<file path="src/rtl/sdas_pkg.sv">
// shared constants and helpers for the signed decimal ascii serializer
`default_nettype none
package sdas_pkg;

    // width of one bcd digit
    localparam int unsigned BCD_DIGIT_W = 4;

    // ascii codes
    localparam logic [7:0] CHAR_MINUS = 8'h2D;
    localparam logic [7:0] CHAR_ZERO  = 8'h30;

    // decimal digits needed for an unsigned value of the given width
    function automatic int unsigned digit_slots(input int unsigned width);
        return (width * 30103) / 100000 + 1;
    endfunction

endpackage
`default_nettype wire

</file>
<file path="src/rtl/sdas_bcd_conv.sv">
// magnitude extraction and bit-serial shift-add-3 binary to bcd conversion
`default_nettype none
module sdas_bcd_conv #(
    parameter int unsigned VALUE_WIDTH = 32,
    parameter int unsigned NUM_DIGITS  = 10
) (
    input  wire logic                                          i_clk,
    input  wire logic                                          i_rst_n,
    input  wire logic                                          i_start,
    input  wire logic [VALUE_WIDTH-1:0]                        i_value,
    output logic                                               o_busy,
    output logic                                               o_done,
    output logic                                               o_sign,
    output logic [NUM_DIGITS*sdas_pkg::BCD_DIGIT_W-1:0]        o_bcd
);

    localparam int unsigned BCD_W = NUM_DIGITS * sdas_pkg::BCD_DIGIT_W;
    localparam int unsigned BIT_W = $clog2(VALUE_WIDTH);
    localparam int unsigned DW    = sdas_pkg::BCD_DIGIT_W;

    logic [VALUE_WIDTH-1:0] r_mag,  n_mag;
    logic [BCD_W-1:0]       r_bcd,  n_bcd;
    logic [BIT_W-1:0]       r_bits, n_bits;
    logic                   r_busy, n_busy;
    logic                   r_done, n_done;
    logic                   r_sign, n_sign;
    logic [BCD_W-1:0]       w_adj;

    // add three to every digit of five or more before the shift
    always_comb begin
        for (int d = 0; d < NUM_DIGITS; d++) begin
            if (r_bcd[d*DW +: DW] >= DW'(5)) begin
                w_adj[d*DW +: DW] = r_bcd[d*DW +: DW] + DW'(3);
            end else begin
                w_adj[d*DW +: DW] = r_bcd[d*DW +: DW];
            end
        end
    end

    // next state: load on start, then one magnitude bit per cycle
    always_comb begin
        n_mag  = r_mag;
        n_bcd  = r_bcd;
        n_bits = r_bits;
        n_busy = r_busy;
        n_sign = r_sign;
        n_done = 1'b0;
        if (i_start) begin
            n_sign = i_value[VALUE_WIDTH-1];
            n_mag  = i_value[VALUE_WIDTH-1] ? (~i_value + VALUE_WIDTH'(1)) : i_value;
            n_bcd  = '0;
            n_bits = BIT_W'(VALUE_WIDTH - 1);
            n_busy = 1'b1;
        end else if (r_busy) begin
            n_bcd  = {w_adj[BCD_W-2:0], r_mag[VALUE_WIDTH-1]};
            n_mag  = {r_mag[VALUE_WIDTH-2:0], 1'b0};
            n_bits = r_bits - BIT_W'(1);
            if (r_bits == '0) begin
                n_busy = 1'b0;
                n_done = 1'b1;
            end
        end
    end

    // control state
    always_ff @(posedge i_clk) begin
        if (!i_rst_n) begin
            r_busy <= 1'b0;
            r_done <= 1'b0;
        end else begin
            r_busy <= n_busy;
            r_done <= n_done;
        end
    end

    // datapath registers
    always_ff @(posedge i_clk) begin
        r_mag  <= n_mag;
        r_bcd  <= n_bcd;
        r_bits <= n_bits;
        r_sign <= n_sign;
    end

    assign o_busy = r_busy;
    assign o_done = r_done;
    assign o_sign = r_sign;
    assign o_bcd  = r_bcd;

endmodule
`default_nettype wire

</file>
<file path="src/rtl/sdas_emitter.sv">
// digit-serial character emitter with leading zero skip and output register
`default_nettype none
module sdas_emitter #(
    parameter int unsigned NUM_DIGITS = 10
) (
    input  wire logic                                          i_clk,
    input  wire logic                                          i_rst_n,
    input  wire logic                                          i_load,
    input  wire logic                                          i_sign,
    input  wire logic [NUM_DIGITS*sdas_pkg::BCD_DIGIT_W-1:0]   i_bcd,
    input  wire logic                                          i_ready,
    output logic                                               o_valid,
    output logic [7:0]                                         o_char,
    output logic                                               o_last,
    output logic                                               o_active
);

    localparam int unsigned DW    = sdas_pkg::BCD_DIGIT_W;
    localparam int unsigned BCD_W = NUM_DIGITS * DW;
    localparam int unsigned CNT_W = $clog2(NUM_DIGITS + 1);

    logic [BCD_W-1:0] r_bcd,     n_bcd;
    logic [CNT_W-1:0] r_cnt,     n_cnt;
    logic             r_sign,    n_sign;
    logic             r_started, n_started;
    logic             r_active,  n_active;
    logic             r_valid,   n_valid;
    logic [7:0]       r_char,    n_char;
    logic             r_last,    n_last;
    logic [DW-1:0]    w_top;
    logic             w_slot_free;
    logic             w_skip;

    assign w_top       = r_bcd[BCD_W-1 -: DW];
    assign w_slot_free = !r_valid || i_ready;
    assign w_skip      = !r_started && (w_top == '0) && (r_cnt > CNT_W'(1));

    // sign first, then digits; leading zeros are dropped one digit a cycle, also while the sign waits
    always_comb begin
        n_bcd     = r_bcd;
        n_cnt     = r_cnt;
        n_sign    = r_sign;
        n_started = r_started;
        n_active  = r_active;
        n_valid   = r_valid;
        n_char    = r_char;
        n_last    = r_last;
        if (r_valid && i_ready) begin
            n_valid = 1'b0;
        end
        if (i_load) begin
            n_bcd     = i_bcd;
            n_sign    = i_sign;
            n_cnt     = CNT_W'(NUM_DIGITS);
            n_started = 1'b0;
            n_active  = 1'b1;
        end else if (r_active) begin
            if (w_skip) begin
                n_bcd = {r_bcd[BCD_W-DW-1:0], {DW{1'b0}}};
                n_cnt = r_cnt - CNT_W'(1);
            end
            if (w_slot_free) begin
                if (r_sign) begin
                    n_char  = sdas_pkg::CHAR_MINUS;
                    n_last  = 1'b0;
                    n_valid = 1'b1;
                    n_sign  = 1'b0;
                end else if (!w_skip) begin
                    n_char    = sdas_pkg::CHAR_ZERO + {{(8-DW){1'b0}}, w_top};
                    n_last    = (r_cnt == CNT_W'(1));
                    n_valid   = 1'b1;
                    n_bcd     = {r_bcd[BCD_W-DW-1:0], {DW{1'b0}}};
                    n_cnt     = r_cnt - CNT_W'(1);
                    n_started = 1'b1;
                    if (r_cnt == CNT_W'(1)) begin
                        n_active = 1'b0;
                    end
                end
            end
        end
    end

    // control state
    always_ff @(posedge i_clk) begin
        if (!i_rst_n) begin
            r_active <= 1'b0;
            r_valid  <= 1'b0;
            r_sign   <= 1'b0;
        end else begin
            r_active <= n_active;
            r_valid  <= n_valid;
            r_sign   <= n_sign;
        end
    end

    // datapath registers
    always_ff @(posedge i_clk) begin
        r_bcd     <= n_bcd;
        r_cnt     <= n_cnt;
        r_started <= n_started;
        r_char    <= n_char;
        r_last    <= n_last;
    end

    assign o_valid  = r_valid;
    assign o_char   = r_char;
    assign o_last   = r_last;
    assign o_active = r_active;

endmodule
`default_nettype wire

</file>
<file path="src/rtl/signed_decimal_ascii_serializer.sv">
// top level: signed integer in, decimal ascii characters out
// an accepted item is converted bit-serially, then loaded into the emitter, which drops leading
//   zero digits before the sign or first digit is followed by the remaining digits
// a new item is taken only after the previous text is fully queued, so sink stalls also delay it
// once the first digit is out, one character a cycle is presented while the sink takes them
// reset: synchronous active low, clears all valid and busy flags; block starts idle
`default_nettype none
module signed_decimal_ascii_serializer #(
    parameter int unsigned VALUE_WIDTH = 32
) (
    input  wire logic                                i_clk,
    input  wire logic                                i_rst_n,
    input  wire logic                                i_s_axis_tvalid,
    output logic                                     o_s_axis_tready,
    // [VALUE_WIDTH-1:0] value, zero padded to whole bytes
    input  wire logic [((VALUE_WIDTH+7)/8)*8-1:0]    i_s_axis_tdata,
    output logic                                     o_m_axis_tvalid,
    input  wire logic                                i_m_axis_tready,
    // [7:0] ascii_char
    output logic [7:0]                               o_m_axis_tdata,
    output logic                                     o_m_axis_tlast
);

    localparam int unsigned NUM_DIGITS = sdas_pkg::digit_slots(VALUE_WIDTH);
    localparam int unsigned BCD_W      = NUM_DIGITS * sdas_pkg::BCD_DIGIT_W;

    logic             w_accept;
    logic             w_conv_busy;
    logic             w_conv_done;
    logic             w_conv_sign;
    logic [BCD_W-1:0] w_conv_bcd;
    logic             w_emit_active;

    // a new item is taken once the previous text is fully queued
    assign o_s_axis_tready = !w_conv_busy && !w_conv_done && !w_emit_active;
    assign w_accept        = i_s_axis_tvalid && o_s_axis_tready;

    // binary to bcd
    sdas_bcd_conv #(
        .VALUE_WIDTH (VALUE_WIDTH),
        .NUM_DIGITS  (NUM_DIGITS)
    ) u_conv (
        .i_clk   (i_clk),
        .i_rst_n (i_rst_n),
        .i_start (w_accept),
        .i_value (i_s_axis_tdata[VALUE_WIDTH-1:0]),
        .o_busy  (w_conv_busy),
        .o_done  (w_conv_done),
        .o_sign  (w_conv_sign),
        .o_bcd   (w_conv_bcd)
    );

    // character stream
    sdas_emitter #(
        .NUM_DIGITS (NUM_DIGITS)
    ) u_emit (
        .i_clk    (i_clk),
        .i_rst_n  (i_rst_n),
        .i_load   (w_conv_done),
        .i_sign   (w_conv_sign),
        .i_bcd    (w_conv_bcd),
        .i_ready  (i_m_axis_tready),
        .o_valid  (o_m_axis_tvalid),
        .o_char   (o_m_axis_tdata),
        .o_last   (o_m_axis_tlast),
        .o_active (w_emit_active)
    );

    // conversion and emission never overlap
    a_no_overlap: assert property (@(posedge i_clk) disable iff (!i_rst_n)
        !(w_conv_busy && w_emit_active))
        else $error("conversion running while emitter active");

    // an accepted item starts the conversion
    a_accept_starts: assert property (@(posedge i_clk) disable iff (!i_rst_n)
        w_accept |=> w_conv_busy)
        else $error("accepted item did not start conversion");

    // a minus sign is never the last character
    a_minus_not_last: assert property (@(posedge i_clk) disable iff (!i_rst_n)
        (o_m_axis_tvalid && (o_m_axis_tdata == sdas_pkg::CHAR_MINUS)) |-> !o_m_axis_tlast)
        else $error("minus sign marked as last character");

    // conversion finish always hands over to the emitter
    a_done_loads: assert property (@(posedge i_clk) disable iff (!i_rst_n)
        w_conv_done |=> w_emit_active)
        else $error("emitter not started after conversion");

endmodule
`default_nettype wire
</file>
<file path="config.mk">
export PLATFORM = sky130hd
export DESIGN_NAME = signed_decimal_ascii_serializer
export DESIGN_NICKNAME = d
export VERILOG_FILES = /design/src/rtl/sdas_pkg.sv /design/src/rtl/sdas_bcd_conv.sv /design/src/rtl/sdas_emitter.sv /design/src/rtl/signed_decimal_ascii_serializer.sv
export SDC_FILE = /design/constraint.sdc
export NUM_CORES = 1
export LEC_CHECK = 0
export ABC_AREA = 1
export BUFFER_PORTS_ARGS = -buffer_cell sky130_fd_sc_hd__buf_2
export CAP_MARGIN = 20
export CORE_UTILIZATION = 40
export CTS_BUF_LIST = sky130_fd_sc_hd__clkbuf_16
export DETAILED_ROUTE_END_ITERATION = 10
export GPL_ROUTABILITY_DRIVEN = 0
export PLACE_DENSITY = 0.64
export SLEW_MARGIN = 0
export SYNTH_ARGS = -nofsm -noshare
export SYNTH_HDL_FRONTEND = slang
export SYNTH_SLANG_ARGS = --single-unit
export TNS_END_PERCENT = 50
</file>
<file path="constraint.sdc">
create_clock -name i_clk -period 3.05 [get_ports i_clk]
set_input_delay 0.4575 -clock i_clk [delete_from_list [all_inputs] [get_ports i_clk]]
set_output_delay 0.4575 -clock i_clk [all_outputs]
set_load 0.03 [all_outputs]
</file>
# Yosys cells after proc, flatten, opt, wreduce, memory -nomap -nowiden
# Index checks and enable logic that the tools add are counted.
dict set report totals {
  inputBits 36
  output_inout_bits 11
  regBits 137
  elab_cells 112
}
dict set report op_classes {
  n_eq_ne 2
  n_bitwise 6
  magnitude_cmp 11
  reduce_logical 21
  add_sub_neg 14
  mux 44
}
# cell n
set op_table {}
lappend op_table {{$mux 40} 6}
lappend op_table {{$mux 32} 3}
lappend op_table {{$mux 4} 13}
lappend op_table {{$ge 4x3->1 const B} 10}
lappend op_table {{$add 4x2->4 const B} 9}
lappend op_table {{$add 32x1->32 const B} 1}
lappend op_table {{$not 32->32} 1}
lappend op_table {{$mux 1} 20}
lappend op_table {{$mux 8} 1}
lappend op_table {{$reduce_and 4->1} 2}
lappend op_table {{$add 6x4->7 const A} 1}
lappend op_table {{$logic_and 1x1->1} 6}
lappend op_table {{$reduce_bool 2->1} 3}
lappend op_table {{$logic_not 1->1} 5}
lappend op_table {{$logic_not 5->1} 1}
lappend op_table {{$not 1->1} 5}
lappend op_table {{$sub 5x1->5 const B} 1}
lappend op_table {{$eq 4x1->1 const B} 1}
lappend op_table {{$gt 4x1->1 const B} 1}
lappend op_table {{$logic_not 4->1} 1}
lappend op_table {{$sub 4x1->4 const B} 1}
lappend op_table {{$add 3x2->3 const B} 1}
lappend op_table {{$mux 3} 1}
lappend op_table {{$reduce_or 3->1} 1}
lappend op_table {{other kinds (3)} 3}

# Longest topological paths before layout
# Gate-level depths: netlist (run 1).
dict set report logic_depth {
  word_depth 9
  depth_mapped 11
  depth_no_buf 11
}

# Modules after synthesis
# From an unflattened synthesis (run 1), not the netlist that was laid out.
dict set report unflattened {
  hier_cells 990
  hier_area_um2 7793.7
}
# mod n_inst area_per_inst_um2 cells_each seq_area_each_um2
set modules_own_cells {}
lappend modules_own_cells {sdas_bcd_conv 1 4663.2 615 1931.9}
lappend modules_own_cells {sdas_emitter 1 3105.5 369 1541.5}
lappend modules_own_cells {signed_decimal_ascii_serializer 1 25.0 6 0.0}

# Worst setup path after synthesis (run 1)
# Ideal clock, no wire load.
dict set report synth_path {
  kind {reg-to-reg}
  start {register u_emit.r_active, in the netlist u_emit.o_active}
  end {register u_conv.r_mag[0], enable pin}
  setup_ps 378
  n_path_buf 1
  t_arrival_ps 1790
  stages_incl_launch_ff 7
  t_required_ps 2672
  setup_slack_ps 882
  period_less_slack_ps 2168
  path_cell_list {dfxtp_1 nor2_2 inv_2 nor2_4 nand2_2 nand2_1 buf_2}
}
dict set report synth_via {
  elab_chain_cells 4
}
# element line
set synth_rtl {}
lappend synth_rtl {{start, declared} sdas_emitter.sv:26} ;# logic r_active, n_active;
lappend synth_rtl {{start signal, assigned} sdas_emitter.sv:90} ;# r_active <= n_active;
lappend synth_rtl {{$logic_not 1->1} signed_decimal_ascii_serializer.sv:35} ;# assign o_s_axis_tready = !w_conv_busy && !w_conv_done && !w_emit_active;
lappend synth_rtl {{$logic_and 1x1->1} signed_decimal_ascii_serializer.sv:35}
lappend synth_rtl {{via o_s_axis_tready} signed_decimal_ascii_serializer.sv:14} ;# output logic o_s_axis_tready,
lappend synth_rtl {{$logic_and 1x1->1} signed_decimal_ascii_serializer.sv:36} ;# assign w_accept = i_s_axis_tvalid && o_s_axis_tready;
lappend synth_rtl {{$reduce_bool 2->1 (no source line)} n/a}
lappend synth_rtl {{end signal, assigned} sdas_bcd_conv.sv:78} ;# r_mag <= n_mag;
lappend synth_rtl {{end, declared} sdas_bcd_conv.sv:21} ;# logic [VALUE_WIDTH-1:0] r_mag, n_mag;
# The timed path passes the listed nets, and every way through them passes these cells.
# A chain may end at the register's enable or synchronous reset.

# Worst setup path after layout (run 1)
dict set report layout_path {
  start {register u_emit.r_active, in the netlist u_emit.o_active}
  end {register u_conv.r_mag[30] (data pin)}
}
dict set report layout_via {
  elab_chain_cells 4
}
# element line
set layout_rtl {}
lappend layout_rtl {{$logic_not 1->1} signed_decimal_ascii_serializer.sv:35}
lappend layout_rtl {{$logic_and 1x1->1} signed_decimal_ascii_serializer.sv:35}
lappend layout_rtl {{$logic_and 1x1->1} signed_decimal_ascii_serializer.sv:36}
lappend layout_rtl {{$mux 32} sdas_bcd_conv.sv:48} ;# if (i_start) begin
lappend layout_rtl {{via u_conv.n_mag[30]} sdas_bcd_conv.sv:21}
# The timed path passes the listed nets, and every way through them passes these cells.

==> impl_metrics.csv, run 1 <==
group,metric,value,unit
route,wl_per_cell,13.80,um
finish,final_common_cell,"nand2_1",
setup_path,worstSetupPathType,"register to register",
place,hpwl,11450,um
clock_tree,ctsResizeCount,0,
finish,final_layout_size_suffix_gt1_frac,0.1014,
setup_path,start_kind,"register",
timing,max_freq,485.2,MHz
floorplanning,initial_core_util,0.4122,
setup_path,crit_top_cell,"inv_2",
status,violations,"DRC",
logic_synthesis,synth_edf_count,79,
timing,fin_skew,0.008849,ns
finish,fin_util,0.4581,
logic_synthesis,synth_cell_type_count,35,
power_and_ir_drop,powerDensity,534.0,nW/um^2
global_routing,antenna_found_initial,0,
setup_path,crit_chain,"nor2_2, inv_2, nor2_4, nand2_2, buf_4, inv_2, o21ai_0, nor2_1",
finish,antenna_cells,0,
flow_run,drv_cap,0,
logic_synthesis,yosysTopAreaCell,"edfxtp_1",
route,first_iter_violations,427,
min_path,hp-class,"input port to register",
logic_synthesis,yosys_warnings,0,
timing,final.setup.tns,0,ns
logic_synthesis,synthTopCellsByArea,"edfxtp_1 (32%), dfxtp_1 (15%), nand2_1 (9.6%)",
floorplanning,ioPinCount,47,
clock_tree,cts_tree,"built",
route,avgViaCountPerCell,5.149,
global_routing,grt-ovfl-total,0,
floorplanning,die-area,19250,sq um
route,dr.pass1.iters,8,
timing,fin_crit,2.061,ns
timing,max_slew_margin,0.6135,
clock_tree,clkLatencyLatePin,0.42,ns
setup_path,cp.arrival,2.23,ns
status,status,"complete, but fails checks",
min_path,hp-start,"i_rst_n",
logic_synthesis,synth_top_cell_area_share,0.3172,
timing,timing.final.crit_share,0.6757,
setup_path,cpLargestDelayFamily,"buffers and inverters",
floorplanning,dieHeight,138.7,um
timing,tightest_slew,0.5777,ns
clock_tree,cts_sinks,134,
logic_synthesis,syn_area_per_cell,8.025,sq um
route,vias,6205,
floorplanning,core-area,18150,sq um
setup_path,setup.worst_path.start,"u_emit.o_active",
clock_tree,clk_pin_slew_worst_paths,0.06,ns
timing,hold_violations,0,
route,wl,16630,um
global_routing,grt_first_pass_wirelength,28120,um
place,io_buffers,43,
logic_synthesis,syn_inst,932,
clock_tree,cts_buffer_depth,2,
clock_tree,h-tree-depth,4,
clock_tree,post_cts_buffers,0,
logic_synthesis,seq_area_frac_synth,0.4644,
route,ant_nets,0,
setup_path,reg2regPathDepth,8,
global_routing,grt_max_degree,55,
setup_path,cp.buffers_inverters,3,
clock_tree,root_buffer,"clkbuf_16",
floorplanning,die_w,138.7,um
power_and_ir_drop,p_leak,3.791,nW
global_routing,grt_pass1_vias,5844,
logic_synthesis,ys.flop_type,"edfxtp_1",
setup_path,crit_cells,8,
power_and_ir_drop,finalPower,4.440,mW
timing,rsz0062_at_grt,"no",
setup_path,endpoint_kind,"register",
global_routing,grtUsageTotal,0.1814,
setup_path,cp_slowest_stage_delay,0.47,ns
min_path,hold_path_depth,3,
finish,mostFrequentLayoutCells,"nand2_1 (190), inv_1 (110), a21oi_1 (99)",
clock_tree,ctsHoldBuffers,0,
logic_synthesis,ys_async_sr_fraction,0,
finish,finalNetCount,1024,
setup_path,reg2reg_from,"u_emit.o_active",
setup_path,path_max_fanout,54,
power_and_ir_drop,irDropWorstVdd,0.0003443,V
logic_synthesis,synth_seq_cells,134,
setup_path,cpMaxStageDelayCell,"buf_4",
finish,area_growth,11.16,%
floorplanning,rows,49,
logic_synthesis,netlist_area,7480,sq um
timing,setup_viol,0,
route,drc,4,
setup_path,cp.required,3.22,ns
timing,slew_viol_final,0,
clock_tree,cts_buffers,17,
==> metrics by stage <==
| stage | area, sq um | std cells | hold WS [ns] | worst slack, ns |
|---|---|---|---|---|
| 2_1_floorplan | 7483 | 933 | 0.4307 | 0.8821 |
| 3_3_place_gp | 7826 | 1173 | 0.4387 | 0.8941 |
| 3_5_place_dp | 7826 | 1173 | 0.4495 | 0.9131 |
| 4_1_cts | 8314 | 1205 | 0.2751 | 0.9793 |
| 5_1_grt | 8314 | 1205 | 0.3072 | 0.7816 |
| 6_report | 8314 | 1205 | 0.2907 | 0.9892 |
==> synth_stat cells, types with 15 or more instances <==
master,count
xor2_1,22
o21ai_0,74
o21ai_1,16
edfxtp_1,79
nand2_1,191
nand3_1,84
o211ai_1,15
ha_1,25
inv_1,104
a21oi_1,99
nor2_1,63
dfxtp_1,55
==> cell families after synthesis <==
group,after synthesis,share of synthesized area
fa+ha+maj,25,0.04182
buf+inv,156,0.09100
other cells,2,0.001004
compound gates,215,0.1526
simple gates,372,0.2165
flops,134,0.4644
xor+xnor,28,0.03279
==> sequential cells by signal, indices dropped and copies added, names as in the netlist, 4 cells and up <==
name           cells
u_conv.o_bcd      40
u_conv.r_mag      32
u_conv.r_bits      5
u_emit.o_char      5
u_emit.r_cnt       4
u_emit.r_bcd      40
==> tightest hold or removal path: stages <==
cell,delay [ns]
buf_2,0.11
o21ai_0,0.06
a21oi_1,0.04
==> layer usage <==
metal	part of all wire	vias to the layer above	global-route usage
li1	-	3187	-
met1	0.46	2834	0.2278
met2	0.47	153	0.3032
met3	0.045	31	0.04144
met4	0.023	0	0.07076
met5	0	-	0
==> layout make-up <==
type	instances	area, sq um
multi-input cells	643	3332
flip-flops and latches	134	3473
clock inverters	15	62.56
inverters	113	424.2
repair buffers	54	310.3
well taps	229	286.5
clock buffers	17	425.4
fillers	1798	9833
==> final timing paths <==
path | end | slack, ns
max | u_conv.r_mag[30] | 0.99
min | u_emit.r_sign | 0.29
max reg2reg | u_conv.r_mag[30] | 0.99
min reg2reg | u_emit.r_started | 0.45
==> power by group <==
| group | total [mW] | internal, mW | leakage, nW | switching [mW] |
|---|---|---|---|---|
| sequential | 2.13 | 2.07 | 1.19 | 0.0671 |
| clock | 1.73 | 0.997 | 0.265 | 0.730 |
| combinational | 0.579 | 0.192 | 2.33 | 0.386 |
| total | 4.44 | 3.26 | 3.79 | 1.18 |
Note: power is estimated with default switching activity, not from simulation.
==> inputs of run 2 (changes only) <==
==> constraint.sdc (replaced) <==
create_clock -name i_clk -period 2 [get_ports i_clk]
set_input_delay 0.3 -clock i_clk [delete_from_list [all_inputs] [get_ports i_clk]]
set_output_delay 0.3 -clock i_clk [all_outputs]
set_load 0.03 [all_outputs]
==> impl_metrics.csv, run 2 (synthesis results as in run 1) <==
group,metric,value,unit
status,status,"complete, but fails checks",
status,violations,"DRC",
finish,antenna_cells,0,
finish,seqCellArea,3473,sq um
setup_path,worstSetupPathType,"register to register",
timing,hold_violations,0,
finish,multi_input_area,3332,sq um
route,wl_met3,769,um
floorplanning,initial_core_util,0.4122,
route,route.met2.wl,8024,um
finish,final_common_cell,"nand2_1",
power_and_ir_drop,irDropWorstVdd,0.0005496,V
floorplanning,ioPinCount,47,
clock_tree,ctsHoldBuffers,0,
clock_tree,ctsResizeCount,0,
global_routing,grt_first_pass_wirelength,28780,um
finish,mostFrequentLayoutCells,"nand2_1 (190), inv_1 (108), a21oi_1 (99)",
route,wl,17010,um
place,hpwl,11560,um
timing,fin_skew,0.01061,ns
finish,final_layout_size_suffix_gt1_frac,0.1119,
clock_tree,cts_buffers,17,
route,highest-signal-layer,"met4",
timing,max_slew_margin,0.5984,
clock_tree,clkLatencyLatePin,0.42,ns
power_and_ir_drop,finalPower,7.059,mW
finish,fillers,1798,
timing,rsz0062_at_grt,"no",
timing,slew_viol_final,0,
route,ant_nets,0,
floorplanning,die-area,19250,sq um
global_routing,grt_max_degree,41,
clock_tree,cts_tree,"built",
timing,fin_crit,1.846,ns
floorplanning,core-area,18150,sq um
timing,final.setup.tns,0,ns
flow_run,drv_cap,0,
clock_tree,post_cts_buffers,0,
finish,area_growth,13.13,%
clock_tree,h-tree-depth,4,
place,io_buffers,43,
floorplanning,dieHeight,138.7,um
clock_tree,clk_pin_slew_worst_paths,0.06,ns
setup_path,cp.arrival,2.00,ns
min_path,hp-class,"input port to register",
setup_path,start_kind,"register",
clock_tree,cts_buffer_depth,2,
global_routing,antenna_found_initial,0,
timing,max_freq,541.8,MHz
floorplanning,rows,49,
setup_path,endpoint_kind,"register",
route,drc,6,
global_routing,grtUsageTotal,0.1855,
timing,setup_viol,0,
clock_tree,root_buffer,"clkbuf_16",
power_and_ir_drop,powerDensity,834.2,nW/um^2
global_routing,grt_pass1_vias,5928,
clock_tree,cts_sinks,134,
setup_path,cp.required,2.15,ns
power_and_ir_drop,p_leak,3.853,nW
global_routing,grt-ovfl-total,0,
setup_path,path_max_fanout,31,
floorplanning,die_w,138.7,um
route,avgViaCountPerCell,5.196,
timing,tightest_slew,0.5948,ns
route,met1_length,7863,um
finish,finalNetCount,1031,
route,wl_per_cell,14.03,um
route,dr.pass1.iters,8,
timing,timing.final.crit_share,0.9228,
route,vias,6297,
route,first_iter_violations,405,
[run 2: cell types whose count changed in the layout (fill, tap and decap cells not counted), sizes merged]
| cell | before | now |
|---|---|---|
| clkinv | 9 | 8 |
| inv | 119 | 116 |
| clkinvlp | 0 | 2 |
| buf | 54 | 61 |
| bufinv | 0 | 2 |
[run 2: per-layer routing]
metal	vias to the layer above	track usage
li1	3195	-
met1	2900	0.2414
met2	171	0.3027
met3	31	0.04420
met4	0	0.06316
met5	-	0
[run 2: power by group]
part           internal (mW)  switching (mW)  total, mW
combinational          0.306           0.589      0.895
clock                   1.79            1.12       2.91
sequential              3.15           0.104       3.26
[run 2: worst max-delay path, stage by stage (launching register included)]
cell     delay (ns)
dfxtp_1        0.35
inv_1          0.08
ha_1           0.21
o21ai_1        0.16
nand3_2        0.17
buf_6          0.24
nand3_1        0.09
nand2_1        0.06
a21oi_1        0.17
a21oi_1        0.06
[run 2: per-stage QoR]
step / utilization / hold WS (ns) / instance area (sq um) / cells / setup slack [ns]
after floorplan: - / 0.3989 / 7486 / 933 / 0.03704
after global placement: 0.4355 / 0.4511 / 7904 / 1180 / 0.1888
after CTS: 0.4659 / 0.1279 / 8454 / 1212 / 0.09756
after detailed placement: 0.4355 / 0.4572 / 7904 / 1180 / 0.1192
after global routing: 0.4663 / 0.1469 / 8462 / 1212 / 0.02959
final: 0.4663 / 0.1425 / 8462 / 1212 / 0.1544
[run 2: path summary, 6_finish.rpt]
check,cells past startpoint,slack (ns),from,to
min,3,0.14,i_rst_n,u_emit.r_sign
max reg2reg,9,0.15,u_emit.r_cnt[0],u_emit.r_bcd[23]
max,9,0.15,u_emit.r_cnt[0],u_emit.r_bcd[23]
min reg2reg,1,0.46,u_conv.r_bits[4],u_conv.r_bits[4]
[run 2: layout make-up]
| cell class | count | share of cell area |
|---|---|---|
| Inverter | 113 | 0.05013 |
| Timing Repair Buffer | 61 | 0.04672 |
| Tap cell | 229 | 0.03386 |
| Multi-Input combinational cell | 643 | 0.3938 |
| Clock inverter | 15 | 0.01479 |
| Sequential cell | 134 | 0.4105 |
| Clock buffer | 17 | 0.05027 |
==> inputs of run 3 (changes only) <==
--- a/config.mk
+++ b/config.mk
@@ -5,14 +5,14 @@
 export SDC_FILE = /design/constraint.sdc
 export NUM_CORES = 1
 export LEC_CHECK = 0
-export ABC_AREA = 1
+export ABC_AREA = 0
 export BUFFER_PORTS_ARGS = -buffer_cell sky130_fd_sc_hd__buf_2
 export CAP_MARGIN = 20
 export CORE_UTILIZATION = 40
 export CTS_BUF_LIST = sky130_fd_sc_hd__clkbuf_16
 export DETAILED_ROUTE_END_ITERATION = 10
 export GPL_ROUTABILITY_DRIVEN = 0
-export PLACE_DENSITY = 0.64
+export PLACE_DENSITY = 0.65
 export SLEW_MARGIN = 0
 export SYNTH_ARGS = -nofsm -noshare
 export SYNTH_HDL_FRONTEND = slang
==> impl_metrics.csv, run 3 <==
group,metric,value,unit
status,status,"finished, final reports clean",
clock_tree,clkLatencyLatePin,0.42,ns
route,vias,5303,
setup_path,start_kind,"register",
logic_synthesis,ys.flop_type,"edfxtp_1",
setup_path,cp.buffers_inverters,1,
setup_path,setup.worst_path.start,"u_emit.r_cnt[3]",
global_routing,grt-ovfl-total,0,
floorplanning,die-area,18380,sq um
timing,tightest_slew,0.7519,ns
clock_tree,h-tree-depth,4,
finish,design_area,8454,sq um
setup_path,crit_chain,"or2_2, o211ai_4, nand2_4, buf_4, a221oi_1, a21oi_1",
setup_path,endpoint_kind,"register",
timing,slew_viol_final,0,
place,hpwl,9368,um
logic_synthesis,netlist_area,7138,sq um
setup_path,reg2reg_from,"u_emit.r_cnt[3]",
clock_tree,cts_buffer_depth,2,
global_routing,grtUsageTotal,0.1625,
setup_path,cp.required,2.14,ns
route,wl,13870,um
power_and_ir_drop,p_leak,3.346,nW
flow_run,drv_cap,0,
setup_path,worstSetupPathType,"register to register",
clock_tree,ctsResizeCount,0,
floorplanning,die_w,135.6,um
power_and_ir_drop,finalPower,6.835,mW
finish,final_layout_size_suffix_gt1_frac,0.1638,
place,postPlaceCellArea,7816,sq um
finish,area_growth,18.44,%
clock_tree,clk_pin_slew_worst_paths,0.06,ns
clock_tree,cts_tree,"built",
timing,max_slew_margin,0.4987,
floorplanning,ioPinCount,47,
timing,hold_violations,0,
timing,timing.final.crit_share,0.9220,
global_routing,grt_pass1_vias,4892,
logic_synthesis,yosys-top-cells-count,"nand2_1 (128), o21ai_0 (92), edfxtp_1 (79), dfxtp_1 (55), mux2i_1 (55)",
timing,timing.hold.ws,0.1475,ns
floorplanning,dieHeight,135.6,um
timing,fin_crit,1.844,ns
route,wl_per_cell,13.30,um
setup_path,path_max_fanout,5,
timing,rsz0062_at_grt,"no",
finish,final_common_cell,"nand2_1",
floorplanning,core-area,17360,sq um
timing,final.setup.tns,0,ns
min_path,hp-class,"input port to register",
logic_synthesis,syn_inst,742,
finish,finalNetCount,866,
timing,fin_skew,0.006265,ns
power_and_ir_drop,irDropWorstVdd,0.0006636,V
global_routing,grt_max_degree,91,
setup_path,cpLargestDelayFamily,"compound AO/OA/AOI/OAI gates",
route,first_iter_violations,241,
floorplanning,initial_core_util,0.4113,
setup_path,cp.arrival,1.98,ns
route,avgViaCountPerCell,5.084,
logic_synthesis,yosysTopAreaCell,"edfxtp_1",
power_and_ir_drop,powerDensity,808.5,nW/um^2
logic_synthesis,synth_cell_type_count,51,
logic_synthesis,synthTopCellsByArea,"edfxtp_1 (33%), dfxtp_1 (15%), mux2i_1 (7.7%)",
clock_tree,ctsHoldBuffers,0,
global_routing,grt_first_pass_wirelength,23310,um
finish,mostFrequentLayoutCells,"nand2_1 (126), o21ai_0 (92), edfxtp_1 (79)",
global_routing,antenna_found_initial,0,
clock_tree,root_buffer,"clkbuf_16",
logic_synthesis,synth_top_cell_area_share,0.3323,
min_path,hp-start,"i_rst_n",
clock_tree,cts_buffers,17,
logic_synthesis,syn_area_per_cell,9.620,sq um
route,dr.pass1.iters,5,
finish,antenna_cells,0,
logic_synthesis,synth_seq_cells,134,
clock_tree,cts_sinks,134,
timing,max_freq,542.3,MHz
logic_synthesis,synth_edf_count,79,
logic_synthesis,yosys_warnings,0,
clock_tree,post_cts_buffers,0,
place,io_buffers,43,
timing,setup_viol,0,
setup_path,cp_slowest_stage_delay,0.34,ns
floorplanning,rows,48,
logic_synthesis,synth_most_common_cell,"nand2_1",
route,drc,0,
setup_path,cpMaxStageDelayCell,"or2_2",
logic_synthesis,ys_async_sr_fraction,0,
route,ant_nets,0,
logic_synthesis,seq_area_frac_synth,0.4866,
## run 3: through the flow
step / cells / worst slack, ns / util
finish: 1043 / 0.1560 / 0.4871
floorplan: 743 / -0.02255 / -
global placement: 1011 / -0.1309 / 0.4503
global route: 1043 / 0.03603 / 0.4871
detailed placement: 1011 / -0.1823 / 0.4503
CTS: 1043 / 0.02535 / 0.4858
## run 3: layout make-up
type                    instances  area [sq um]
well taps                     225         281.5
repair buffers                 82         533.0
inverters                      29         108.9
fillers                      1644          8902
clock inverters                14         165.2
clock buffers                  18         450.4
flip-flops and latches        134          3477
multi-input cells             541          3438
## run 3: power by group
part	internal (mW)	total, mW	switching (mW)
logic	0.184	0.481	0.297
clock network	2.13	3.25	1.12
registers	3.05	3.10	0.0493
total	5.37	6.84	1.47
## run 3: worst paths after layout
check | slack (ns) | cells after the start | end
setup / recovery | 0.16 | 6 | u_emit.r_bcd[36]
hold / removal | 0.15 | 2 | u_conv.o_busy
setup reg to reg | 0.16 | 6 | u_emit.r_bcd[36]
hold reg to reg | 0.47 | 2 | u_emit.r_started
## run 3: kinds of logic (layout without fill, tap and decap cells)
group	Yosys count	after routing	synth area share
adder cells (fa/ha/maj)	25	25	0.04382
buffers and inverters	68	143	0.03839
multiplexers	55	55	0.07713
AO/OA/AOI/OAI	172	172	0.1385
flip-flops	134	134	0.4866
AND/OR/NAND/NOR	235	235	0.1520
XOR/XNOR	51	51	0.06258
other	2	3	0.001052
## run 3: worst register-to-register path, cell delays in order (launching register included)
cell and delay (ns):
dfxtp_1 0.32, or2_2 0.34, o211ai_4 0.28, nand2_4 0.12, buf_4 0.17, a221oi_1 0.26
a21oi_1 0.07
## run 3: routing by layer
| metal | wire (um) | vias to the layer above | GRT usage |
|---|---|---|---|
| met5 | 0 | - | 0 |
| met4 | 61 | 0 | 0.05618 |
| met3 | 471 | 2 | 0.04676 |
| met2 | 6416 | 83 | 0.2568 |
| met1 | 6926 | 2490 | 0.2112 |
| li1 | - | 2728 | - |
